**src/hdl/blpw_pkg.sv**
```systemverilog
// types and constants of the line pixel writer
package blpw_pkg;

	// configuration register indexes
	typedef logic [2:0] cfg_idx_t;
	localparam cfg_idx_t CFG_FB_BASE       = 3'd0;
	localparam cfg_idx_t CFG_SCREEN_WIDTH  = 3'd1;
	localparam cfg_idx_t CFG_SCREEN_HEIGHT = 3'd2;
	localparam cfg_idx_t CFG_ROW_PITCH     = 3'd3;
	localparam cfg_idx_t CFG_ENABLE        = 3'd4;

	// command modes
	localparam logic MODE_START = 1'b0;
	localparam logic MODE_TICK  = 1'b1;

	localparam int ADDR_W  = 32;
	localparam int PITCH_W = 20;
	localparam int FIELD_W = 16;

	// command item
	typedef struct packed {
		logic               mode;
		logic [FIELD_W-1:0] start_x;
		logic [FIELD_W-1:0] start_y;
		logic [FIELD_W-1:0] end_x_in;
		logic [FIELD_W-1:0] end_y_in;
		logic [31:0]        line_color;
	} cmd_item_t;

	// pixel write item
	typedef struct packed {
		logic [ADDR_W-1:0] write_addr;
		logic [31:0]       write_data;
		logic              write_valid;
		logic              last;
	} px_item_t;

endpackage

```
**src/hdl/blpw_step.sv**
```systemverilog
// one bresenham step: next position and error term
module blpw_step #(
	parameter int COORD_BITS = 16
) (
	input  logic [COORD_BITS-1:0]        cur_x,
	input  logic [COORD_BITS-1:0]        cur_y,
	input  logic                         dir_x_neg,
	input  logic                         dir_y_neg,
	input  logic [COORD_BITS-1:0]        dx,
	input  logic [COORD_BITS-1:0]        dy,
	input  logic signed [COORD_BITS+1:0] err,
	output logic [COORD_BITS-1:0]        nxt_x,
	output logic [COORD_BITS-1:0]        nxt_y,
	output logic signed [COORD_BITS+1:0] nxt_err
);

	localparam int ERR_W = COORD_BITS + 2;

	logic signed [ERR_W:0] e2;
	logic signed [ERR_W:0] err_w;
	logic signed [ERR_W:0] dx_s;
	logic signed [ERR_W:0] dy_s;
	logic signed [ERR_W:0] err_sum;
	logic                  step_x;
	logic                  step_y;

	// widened operands
	assign e2    = {err, 1'b0};
	assign err_w = {err[ERR_W-1], err};
	assign dx_s  = (ERR_W+1)'(dx);
	assign dy_s  = (ERR_W+1)'(dy);

	// step decisions from doubled error
	assign step_x = e2 > -dy_s;
	assign step_y = e2 < dx_s;

	// error update
	assign err_sum = err_w - (step_x ? dy_s : '0) + (step_y ? dx_s : '0);
	assign nxt_err = err_sum[ERR_W-1:0];

	// coordinate update, wraps at the coordinate width
	always_comb begin
		nxt_x = cur_x;
		nxt_y = cur_y;
		if (step_x) begin
			nxt_x = dir_x_neg ? cur_x - COORD_BITS'(1) : cur_x + COORD_BITS'(1);
		end
		if (step_y) begin
			nxt_y = dir_y_neg ? cur_y - COORD_BITS'(1) : cur_y + COORD_BITS'(1);
		end
	end

endmodule

```
**src/hdl/bresenham_line_pixel_writer.sv**
```systemverilog
// top level of the bresenham line pixel writer
//
//   channel | direction | handshake             | payload
//   --------+-----------+-----------------------+---------------------------
//   cmd     | in        | cmd_valid / cmd_ready | blpw_pkg::cmd_item_t
//   px      | out       | px_valid / px_ready   | blpw_pkg::px_item_t
//   cfg     | in        | cfg_valid / cfg_ready | cfg_index, cfg_data
//
// one command item per cycle while cmd_ready is high; a tick on an active line sends its
// pixel write through the row multiply stage, then address add into the output register
// asynchronous active-low reset clears all but payload registers; no line is left active
// cmd_ready drops only when both the multiply stage and the output register hold an item
// and px_ready is low; cfg_ready is always high
module bresenham_line_pixel_writer #(
	parameter int COORD_BITS = 16
) (
	input  logic                 clk,
	input  logic                 arst_n,
	input  logic                 cmd_valid,
	output logic                 cmd_ready,
	input  blpw_pkg::cmd_item_t  cmd,
	output logic                 px_valid,
	input  logic                 px_ready,
	output blpw_pkg::px_item_t   px,
	input  logic                 cfg_valid,
	output logic                 cfg_ready,
	input  blpw_pkg::cfg_idx_t   cfg_index,
	input  logic [31:0]          cfg_data
);

	localparam int ERR_W = COORD_BITS + 2;
	localparam int CMP_W = (COORD_BITS > blpw_pkg::FIELD_W) ? COORD_BITS : blpw_pkg::FIELD_W;

	// configuration registers
	logic [blpw_pkg::ADDR_W-1:0]  fb_base_q;
	logic [blpw_pkg::FIELD_W-1:0] scr_w_q;
	logic [blpw_pkg::FIELD_W-1:0] scr_h_q;
	logic [blpw_pkg::PITCH_W-1:0] pitch_q;
	logic                         enable_q;

	// line state
	logic [COORD_BITS-1:0]   cur_x_q;
	logic [COORD_BITS-1:0]   cur_y_q;
	logic [COORD_BITS-1:0]   tgt_x_q;
	logic [COORD_BITS-1:0]   tgt_y_q;
	logic                    dir_x_neg_q;
	logic                    dir_y_neg_q;
	logic [COORD_BITS-1:0]   dx_q;
	logic [COORD_BITS-1:0]   dy_q;
	logic signed [ERR_W-1:0] err_q;
	logic [31:0]             color_q;
	logic                    busy_q;

	// multiply stage
	logic                        s1_valid_q;
	logic [COORD_BITS-1:0]       x_s1;
	logic [blpw_pkg::ADDR_W-1:0] prod_s1;
	logic [31:0]                 color_s1;
	logic                        wv_s1;
	logic                        last_s1;

	// output register
	logic               px_valid_q;
	blpw_pkg::px_item_t px_q;

	logic                    cmd_acc;
	logic                    start;
	logic                    tick_emit;
	logic                    fin;
	logic                    adv;
	logic                    in_bounds;
	logic [COORD_BITS-1:0]   x0, y0, x1, y1;
	logic [COORD_BITS-1:0]   dx0, dy0;
	logic signed [ERR_W-1:0] err0;
	logic [COORD_BITS-1:0]   nxt_x, nxt_y;
	logic signed [ERR_W-1:0] nxt_err;
	logic [blpw_pkg::ADDR_W-1:0] row_prod;

	// handshakes
	assign cfg_ready = 1'b1;
	assign adv       = !px_valid_q || px_ready;
	assign cmd_ready = !s1_valid_q || adv;
	assign cmd_acc   = cmd_valid && cmd_ready;
	assign start     = cmd_acc && (cmd.mode == blpw_pkg::MODE_START);
	assign tick_emit = cmd_acc && (cmd.mode == blpw_pkg::MODE_TICK) && busy_q;

	// line setup from the endpoints
	assign x0   = COORD_BITS'(cmd.start_x);
	assign y0   = COORD_BITS'(cmd.start_y);
	assign x1   = COORD_BITS'(cmd.end_x_in);
	assign y1   = COORD_BITS'(cmd.end_y_in);
	assign dx0  = (x1 > x0) ? x1 - x0 : x0 - x1;
	assign dy0  = (y1 > y0) ? y1 - y0 : y0 - y1;
	assign err0 = ERR_W'(dx0) - ERR_W'(dy0);

	// current pixel checks
	assign fin       = (cur_x_q == tgt_x_q) && (cur_y_q == tgt_y_q);
	assign in_bounds = (CMP_W'(cur_x_q) < CMP_W'(scr_w_q)) &&
	                   (CMP_W'(cur_y_q) < CMP_W'(scr_h_q));
	assign row_prod  = blpw_pkg::ADDR_W'(cur_y_q) * blpw_pkg::ADDR_W'(pitch_q);

	blpw_step #(
		.COORD_BITS(COORD_BITS)
	) u_step (
		.cur_x     (cur_x_q),
		.cur_y     (cur_y_q),
		.dir_x_neg (dir_x_neg_q),
		.dir_y_neg (dir_y_neg_q),
		.dx        (dx_q),
		.dy        (dy_q),
		.err       (err_q),
		.nxt_x     (nxt_x),
		.nxt_y     (nxt_y),
		.nxt_err   (nxt_err)
	);

	// configuration writes
	always_ff @(posedge clk or negedge arst_n) begin
		if (!arst_n) begin
			fb_base_q <= '0;
			scr_w_q   <= '0;
			scr_h_q   <= '0;
			pitch_q   <= '0;
			enable_q  <= 1'b0;
		end else if (cfg_valid) begin
			case (cfg_index)
				blpw_pkg::CFG_FB_BASE:       fb_base_q <= cfg_data;
				blpw_pkg::CFG_SCREEN_WIDTH:  scr_w_q   <= cfg_data[blpw_pkg::FIELD_W-1:0];
				blpw_pkg::CFG_SCREEN_HEIGHT: scr_h_q   <= cfg_data[blpw_pkg::FIELD_W-1:0];
				blpw_pkg::CFG_ROW_PITCH:     pitch_q   <= cfg_data[blpw_pkg::PITCH_W-1:0];
				blpw_pkg::CFG_ENABLE:        enable_q  <= cfg_data[0];
				default: ;
			endcase
		end
	end

	// line state: load on start, advance on each emitted pixel, clear busy at the end point
	always_ff @(posedge clk or negedge arst_n) begin
		if (!arst_n) begin
			cur_x_q     <= '0;
			cur_y_q     <= '0;
			tgt_x_q     <= '0;
			tgt_y_q     <= '0;
			dir_x_neg_q <= 1'b0;
			dir_y_neg_q <= 1'b0;
			dx_q        <= '0;
			dy_q        <= '0;
			err_q       <= '0;
			color_q     <= '0;
			busy_q      <= 1'b0;
		end else if (start) begin
			cur_x_q     <= x0;
			cur_y_q     <= y0;
			tgt_x_q     <= x1;
			tgt_y_q     <= y1;
			dir_x_neg_q <= !(x0 < x1);
			dir_y_neg_q <= !(y0 < y1);
			dx_q        <= dx0;
			dy_q        <= dy0;
			err_q       <= err0;
			color_q     <= cmd.line_color;
			busy_q      <= 1'b1;
		end else if (tick_emit) begin
			if (fin) begin
				busy_q <= 1'b0;
			end else begin
				cur_x_q <= nxt_x;
				cur_y_q <= nxt_y;
				err_q   <= nxt_err;
			end
		end
	end

	// multiply stage valid
	always_ff @(posedge clk or negedge arst_n) begin
		if (!arst_n) begin
			s1_valid_q <= 1'b0;
		end else if (cmd_ready) begin
			s1_valid_q <= tick_emit;
		end
	end

	// multiply stage payload
	always_ff @(posedge clk) begin
		if (tick_emit) begin
			x_s1     <= cur_x_q;
			prod_s1  <= row_prod;
			color_s1 <= color_q;
			wv_s1    <= enable_q && in_bounds;
			last_s1  <= fin;
		end
	end

	// output register valid
	always_ff @(posedge clk or negedge arst_n) begin
		if (!arst_n) begin
			px_valid_q <= 1'b0;
		end else if (adv) begin
			px_valid_q <= s1_valid_q;
		end
	end

	// output register payload: base + row offset + column bytes
	always_ff @(posedge clk) begin
		if (adv && s1_valid_q) begin
			px_q.write_addr  <= fb_base_q + prod_s1 + blpw_pkg::ADDR_W'({x_s1, 2'b00});
			px_q.write_data  <= color_s1;
			px_q.write_valid <= wv_s1;
			px_q.last        <= last_s1;
		end
	end

	assign px_valid = px_valid_q;
	assign px       = px_q;

endmodule

```
**config.mk**
```make
export PLATFORM = sky130hd
export DESIGN_NAME = bresenham_line_pixel_writer
export DESIGN_NICKNAME = d
export VERILOG_FILES = /design/src/hdl/blpw_pkg.sv /design/src/hdl/blpw_step.sv /design/src/hdl/bresenham_line_pixel_writer.sv
export SDC_FILE = /design/constraint.sdc
export NUM_CORES = 2
export LEC_CHECK = 0
export ABC_AREA = 1
export ABC_CLOCK_PERIOD_IN_PS = 9700
export BUFFER_PORTS_ARGS = -buffer_cell sky130_fd_sc_hd__buf_4
export CAP_MARGIN = 30
export CORE_ASPECT_RATIO = 0.7
export CORE_MARGIN = 2
export CORE_UTILIZATION = 30
export CTS_CLUSTER_SIZE = 16
export DETAILED_ROUTE_END_ITERATION = 8
export PLACE_DENSITY = 0.47
export SYNTH_ARGS = -nofsm -noshare
export SYNTH_HDL_FRONTEND = slang
export SYNTH_HIERARCHICAL = 1
export SYNTH_SLANG_ARGS = --single-unit
```
**constraint.sdc**
```tcl
create_clock -name clk -period 9.7 [get_ports clk]
set_clock_uncertainty 0.2 [all_clocks]
set_input_delay 0.485 -clock clk [delete_from_list [all_inputs] [get_ports clk]]
set_output_delay 0.485 -clock clk [all_outputs]
set_load 0.02 [all_outputs]
```
# Word level (Yosys, flattened, before mapping)
# Cells that the tools add are included.
[totals]
ff_bits = 384
input_bits = 137
[op_classes]
addsub = 14
mul = 1
magnitude_cmp = 8
eq_ne = 7
muxes = 20
bitwise = 1
n_reduce_logical = 28
[op_table]
columns = ["operator", "n"]
rows = [
  ["2-to-1 mux 16 bit", 14],
  ["< comparator 16 bit", 4],
  ["subtractor 16 bit", 4],
  ["2-to-1 mux 18 bit", 3],
  ["adder 16 x 1 -> 16 bit (second input constant)", 2],
  ["adder 32 x 18 -> 32 bit", 1],
  ["adder 32 bit", 1],
  ["equality test 16 bit", 2],
  ["greater-than comparator 16 bit", 2],
  ["multiplier 16 x 20 -> 32 bit", 1],
  ["subtractor 16 x 1 -> 16 bit (second input constant)", 2],
  ["greater-than comparator 19 bit", 1],
  ["< comparator 19 x 17 -> 1 bit", 1],
  ["negator 16 -> 19 bit", 1],
  ["adder 18 bit", 1],
  ["subtractor 18 x 16 -> 18 bit", 1],
  ["subtractor 16 x 16 -> 17 bit", 1],
  ["AND reduction 2 bit", 7],
  ["logical AND 1 bit", 8],
  ["nonzero test 2 bit", 4],
  ["equality test 3 x 2 -> 1 bit (second input constant)", 2],
  ["AND reduction 3 bit", 2],
  ["logical NOT 1 bit", 4],
  ["equality test 3 x 1 -> 1 bit (second input constant)", 1],
  ["6 further kinds", 9],
]

# Logic depth before layout (Yosys ltp)
[logic_depth]
word_depth = 8
mapped_depth = 35
mapped_depth_nobuf = 34

# Modules after synthesis
# The synthesis kept the hierarchy.
[by_module_without_submodules]
columns = ["module", "n_inst", "cells_each", "area_per_inst_um2", "seq_area_each_um2"]
rows = [
  ["bresenham_line_pixel_writer", 1, 4302, 33300.7, 10349.9],
  ["blpw_step", 1, 898, 5034.8, 0.0],
]

# Worst setup path after synthesis
# Ideal clock, no wire load.
[synth_timing]
path_type = "register to register"
start = "register pitch_q[15] (netlist name)"
end = "register prod_s1[27] (netlist name), data pin"
setup_ns = 0.253
arrival_time_ns = 5.213
t_required_ns = 9.247
slack_ns = 4.034
path_stages_with_launch = 22
cell_sequence = "dfrtp_1 clkbuf_1 clkbuf_1 nand2_1 fa_1 inv_1 fa_1 fa_1 fa_1 fa_1 inv_1 fa_1 inv_1 ha_1 nand2_1 nor2_1 inv_1 nor3_1 nand3_1 or2_2 nand4_1 nand2_1"
[synth_via]
elab_chain_cells = 1
[synth_lines]
columns = ["element", "line", "rtl"]
rows = [
  ["start, declared", "bresenham_line_pixel_writer.sv:38", "logic [blpw_pkg::PITCH_W-1:0] pitch_q;"],
  ["start signal, assigned", "bresenham_line_pixel_writer.sv:130", "blpw_pkg::CFG_ROW_PITCH: pitch_q <= cfg_data[blpw_pkg::PITCH_W-1:0];"],
  ["multiplier 16 x 20 -> 32 bit", "bresenham_line_pixel_writer.sv:100", "assign row_prod = blpw_pkg::ADDR_W'(cur_y_q) * blpw_pkg::ADDR_W'(pitch_q);"],
  ["named net row_prod (one bit)", "bresenham_line_pixel_writer.sv:77", "logic [blpw_pkg::ADDR_W-1:0] row_prod;"],
  ["end signal, assigned", "bresenham_line_pixel_writer.sv:187", "prod_s1 <= row_prod;"],
  ["end, declared", "bresenham_line_pixel_writer.sv:57", "logic [blpw_pkg::ADDR_W-1:0] prod_s1;"],
]
# The timed path passes the listed nets, and every way through them passes these cells.
# A chain may end at the register's enable or synchronous reset.

# Worst setup path in the final report
[layout_timing]
start = "register dy_q[0]"
end = "register err_q[12]"
[layout_via]
elab_chain_cells = 8
[layout_lines]
columns = ["element", "line", "rtl"]
rows = [
  ["start, declared", "bresenham_line_pixel_writer.sv:49", "logic [COORD_BITS-1:0] dy_q;"],
  ["start signal, assigned", "bresenham_line_pixel_writer.sv:159", "dy_q <= dy0;"],
  ["negator 16 -> 19 bit", "blpw_step.sv:34", "assign step_x = e2 > -dy_s;"],
  ["greater-than comparator 19 bit", "blpw_step.sv:34", ""],
  ["2-to-1 mux 16 bit (*)", "blpw_step.sv:38", "assign err_sum = err_w - (step_x ? dy_s : '0) + (step_y ? dx_s : '0);"],
  ["subtractor 18 x 16 -> 18 bit (*)", "blpw_step.sv:38", ""],
  ["adder 18 bit (*)", "blpw_step.sv:38", ""],
  ["named net nxt_err[12]", "bresenham_line_pixel_writer.sv:76", "logic signed [ERR_W-1:0] nxt_err;"],
  ["2-to-1 mux 18 bit (*)", "bresenham_line_pixel_writer.sv:164", "if (fin) begin"],
  ["2-to-1 mux 18 bit (*)", "bresenham_line_pixel_writer.sv:163", "end else if (tick_emit) begin"],
  ["2-to-1 mux 18 bit (*)", "bresenham_line_pixel_writer.sv:151", "end else if (start) begin"],
  ["end signal, assigned", "bresenham_line_pixel_writer.sv:160", "err_q <= err0;"],
  ["end signal, assigned", "bresenham_line_pixel_writer.sv:169", "err_q <= nxt_err;"],
  ["end, declared", "bresenham_line_pixel_writer.sv:50", "logic signed [ERR_W-1:0] err_q;"],
]
# The timed path passes the listed nets; every way through them passes the cells marked *. The select of a mux whose other input is x is not followed.

==> out/qor.csv <==
metric,value,unit
status,completed,
start_util,0.303,
worst-path-buf-inv,3,
yosys_warnings,6,
gr-usage-all-layers,0.198,
gp_congestion,0.911,
synth_edf_count,148,
timing.final.crit_period,6.71,ns
synthTopCellsByCount,"nand2_1, inv_1, ha_1, nand3_1, fa_1",
row_count,109,
worst_ep_arrival_time,7.07,ns
drcViolationCount,0,
cpMaxStageDelayCell,nand3_4,
synth_top_area_frac,0.174,
ys_types,50,
vias,33100,
path_common_cell,nand2_1,
dr.first_iter.drc_count,2470,
avgSynthCellArea,7.37,sq um
grt_pass1_vias,31800,
syn_nets,5945,
nFillCells,13500,
htree_num_levels,2,
dieArea,131000,sq um
routedWlPerCell,18.3,um
grt_pass1_wl,198000,um
rsz0062_at_grt,no,
hold_slack,0.0464,ns
end_kind,flop,
critPathRequiredTime,10.06,ns
finalSetupTns,0,ns
synthCells,5200,
maxCapViolCount,0,
ant_nets,0,
clk_path_buf_depth,3,
viasPerCell,4.64,
grt_start_max_net_pins,135,
ys_ff_latch,384,
num_io_pins,206,
first_pass_iters,6,
holdBufCountCts,89,
cts_sinks,384,
syn2layout_area_growth,15.3,%
min_path_type,in2reg,
critPathTopFamily,simple AND/OR/NAND/NOR gates,
overflow,0,
worst_pin_slew,1.05,ns
setup_viol,0,
insertion_delay,0.64,ns
totalWireLength,130000,um
synth_ff_type,dfrtp_1,
crit_type,reg2reg,
antenna_found_initial,7,
slew_violations,0,
cts_setup_buffers,0,
clock_tree.root_cell,clkbuf_16,
synthTopCellsByArea,"nand2_1, dfrtp_1, fa_1",
startpoint,dy_q[0],
slew_headroom,0.301,
synth_async_sr_flop_share,0.615,
max_clock_freq,0.149,GHz
fin_nets,6172,
dieWidth,431,um
synth_top_area_cell,nand2_1,
max_stage_delay,0.72,ns
yosysMostFrequentCell,nand2_1,
worstHoldStart,cmd[55],
synth_area,38300,sq um
period_share,0.692,
cts_resized,0,
tritoncts,yes,
dp_hpwl,103000,um
hold_viol_final,0,
io_buffer_count,204,
cts_buffers,48,
setup_slack,2.99,ns
die_h,303,um
dp_slack,3.10,ns
path_clk_slew,0.06,ns
synth-seq-area-share,0.270,
r2r_start,dy_q[0],
worstPathMaxFanout,31,
layout-drive-gt1-share,0.0741,
core_area,127000,sq um
worst_setup_path_start_kind,flop,
## through the flow
step	instances	util	cell area, sq um
finish	7133	0.349	44200
global route	7132	0.349	44200
CTS	7132	0.349	44200
detailed placement	6953	0.329	41600
global placement	6949	0.328	41500
floorplan	5200	-	38300
## tightest hold or removal path, cell delays in order
cell	delay [ns]
buf_4	0.14
inv_1	0.09
o21ai_0	0.09
## path summary, 6_finish.rpt
check                              end  slack [ns]  cells past startpoint
hold / removal              tgt_x_q[7]        0.05                      3
setup reg to reg             err_q[12]        2.99                     31
min in group asynchronous  cur_y_q[11]        0.29                      2
setup / recovery             err_q[12]        2.99                     31
hold reg to reg                  px[0]        0.21                      0
max in group asynchronous  color_q[15]        7.16                      4
## registers in the layout, indices dropped and copies added (netlist names), 18 cells and up
| signal | count |
|---|---|
| px | 66 |
| color_q | 32 |
| color_s1 | 32 |
| fb_base_q | 32 |
| prod_s1 | 32 |
| pitch_q | 20 |
| err_q | 18 |
## per-layer routing
layer | GRT usage | vias up | share of wire | wire, um
met5 | 0 | - | 0 | 0
met3 | 0.0270 | 91 | 0.056 | 7320
met2 | 0.295 | 808 | 0.41 | 54000
met4 | 0.0302 | 0 | 0.014 | 1810
li1 | - | 16400 | - | -
met1 | 0.308 | 15800 | 0.52 | 67200
## logic make-up after synthesis
group                      share of synthesized area
and+or+nand+nor                                0.261
xor gates and xnor gates                      0.0327
other                                      0.0000978
muxes                                        0.00352
AOI/OAI and AO/OA                             0.0591
DFF                                            0.270
buffers and inverters                          0.120
adders and majority gates                      0.254
## layout make-up
class / instances / area [sq um] / share of cell area
Sequential cell: 384 / 10300 / 0.234
Antenna cell: 1 / 2.50 / 0.0000566
Timing Repair Buffer: 329 / 2760 / 0.0624
Clock buffer: 59 / 1290 / 0.0292
Inverter: 1037 / 3900 / 0.0883
Tap cell: 1665 / 2080 / 0.0471
Multi-Input combinational cell: 3627 / 23400 / 0.530
Clock inverter: 31 / 388 / 0.00878
## cell usage in the layout, fill, tap and decap left out, types with 5 or more instances in the layout
| master | Yosys | layout |
|---|---|---|
| mux2_2 | 12 | 12 |
| inv_2 | 8 | 7 |
| o211ai_1 | 5 | 5 |
| nand3_2 | 5 | 5 |
| ha_1 | 323 | 323 |
| nor2_2 | 16 | 16 |
| nand4_1 | 61 | 61 |
| nand3b_1 | 8 | 8 |
| nand2_1 | 1776 | 1774 |
| bufinv_16 | 0 | 6 |
| o21bai_1 | 11 | 11 |
| xnor2_1 | 49 | 49 |
| dfrtp_1 | 236 | 236 |
| a21o_1 | 14 | 14 |
| o21ai_1 | 5 | 5 |
| clkbuf_16 | 0 | 48 |
| inv_1 | 1028 | 1027 |
| clkbuf_8 | 0 | 5 |
| clkinv_2 | 0 | 11 |
| or2_2 | 5 | 5 |
| nor2_1 | 191 | 191 |
| nor3_1 | 29 | 29 |
| and2_1 | 12 | 12 |
| a21oi_1 | 174 | 173 |
| xor2_1 | 94 | 94 |
| fa_1 | 285 | 285 |
| buf_4 | 3 | 235 |
| o21ai_0 | 202 | 202 |
| nand3_1 | 298 | 298 |
| clkbuf_1 | 100 | 6 |
| dlygate4sd3_1 | 0 | 89 |
| nand2_2 | 17 | 19 |
| edfxtp_1 | 148 | 148 |
Power is left out: the tool's default activity adds up to more than one toggle a clock period on the data nets, which glitch-free logic cannot reach.
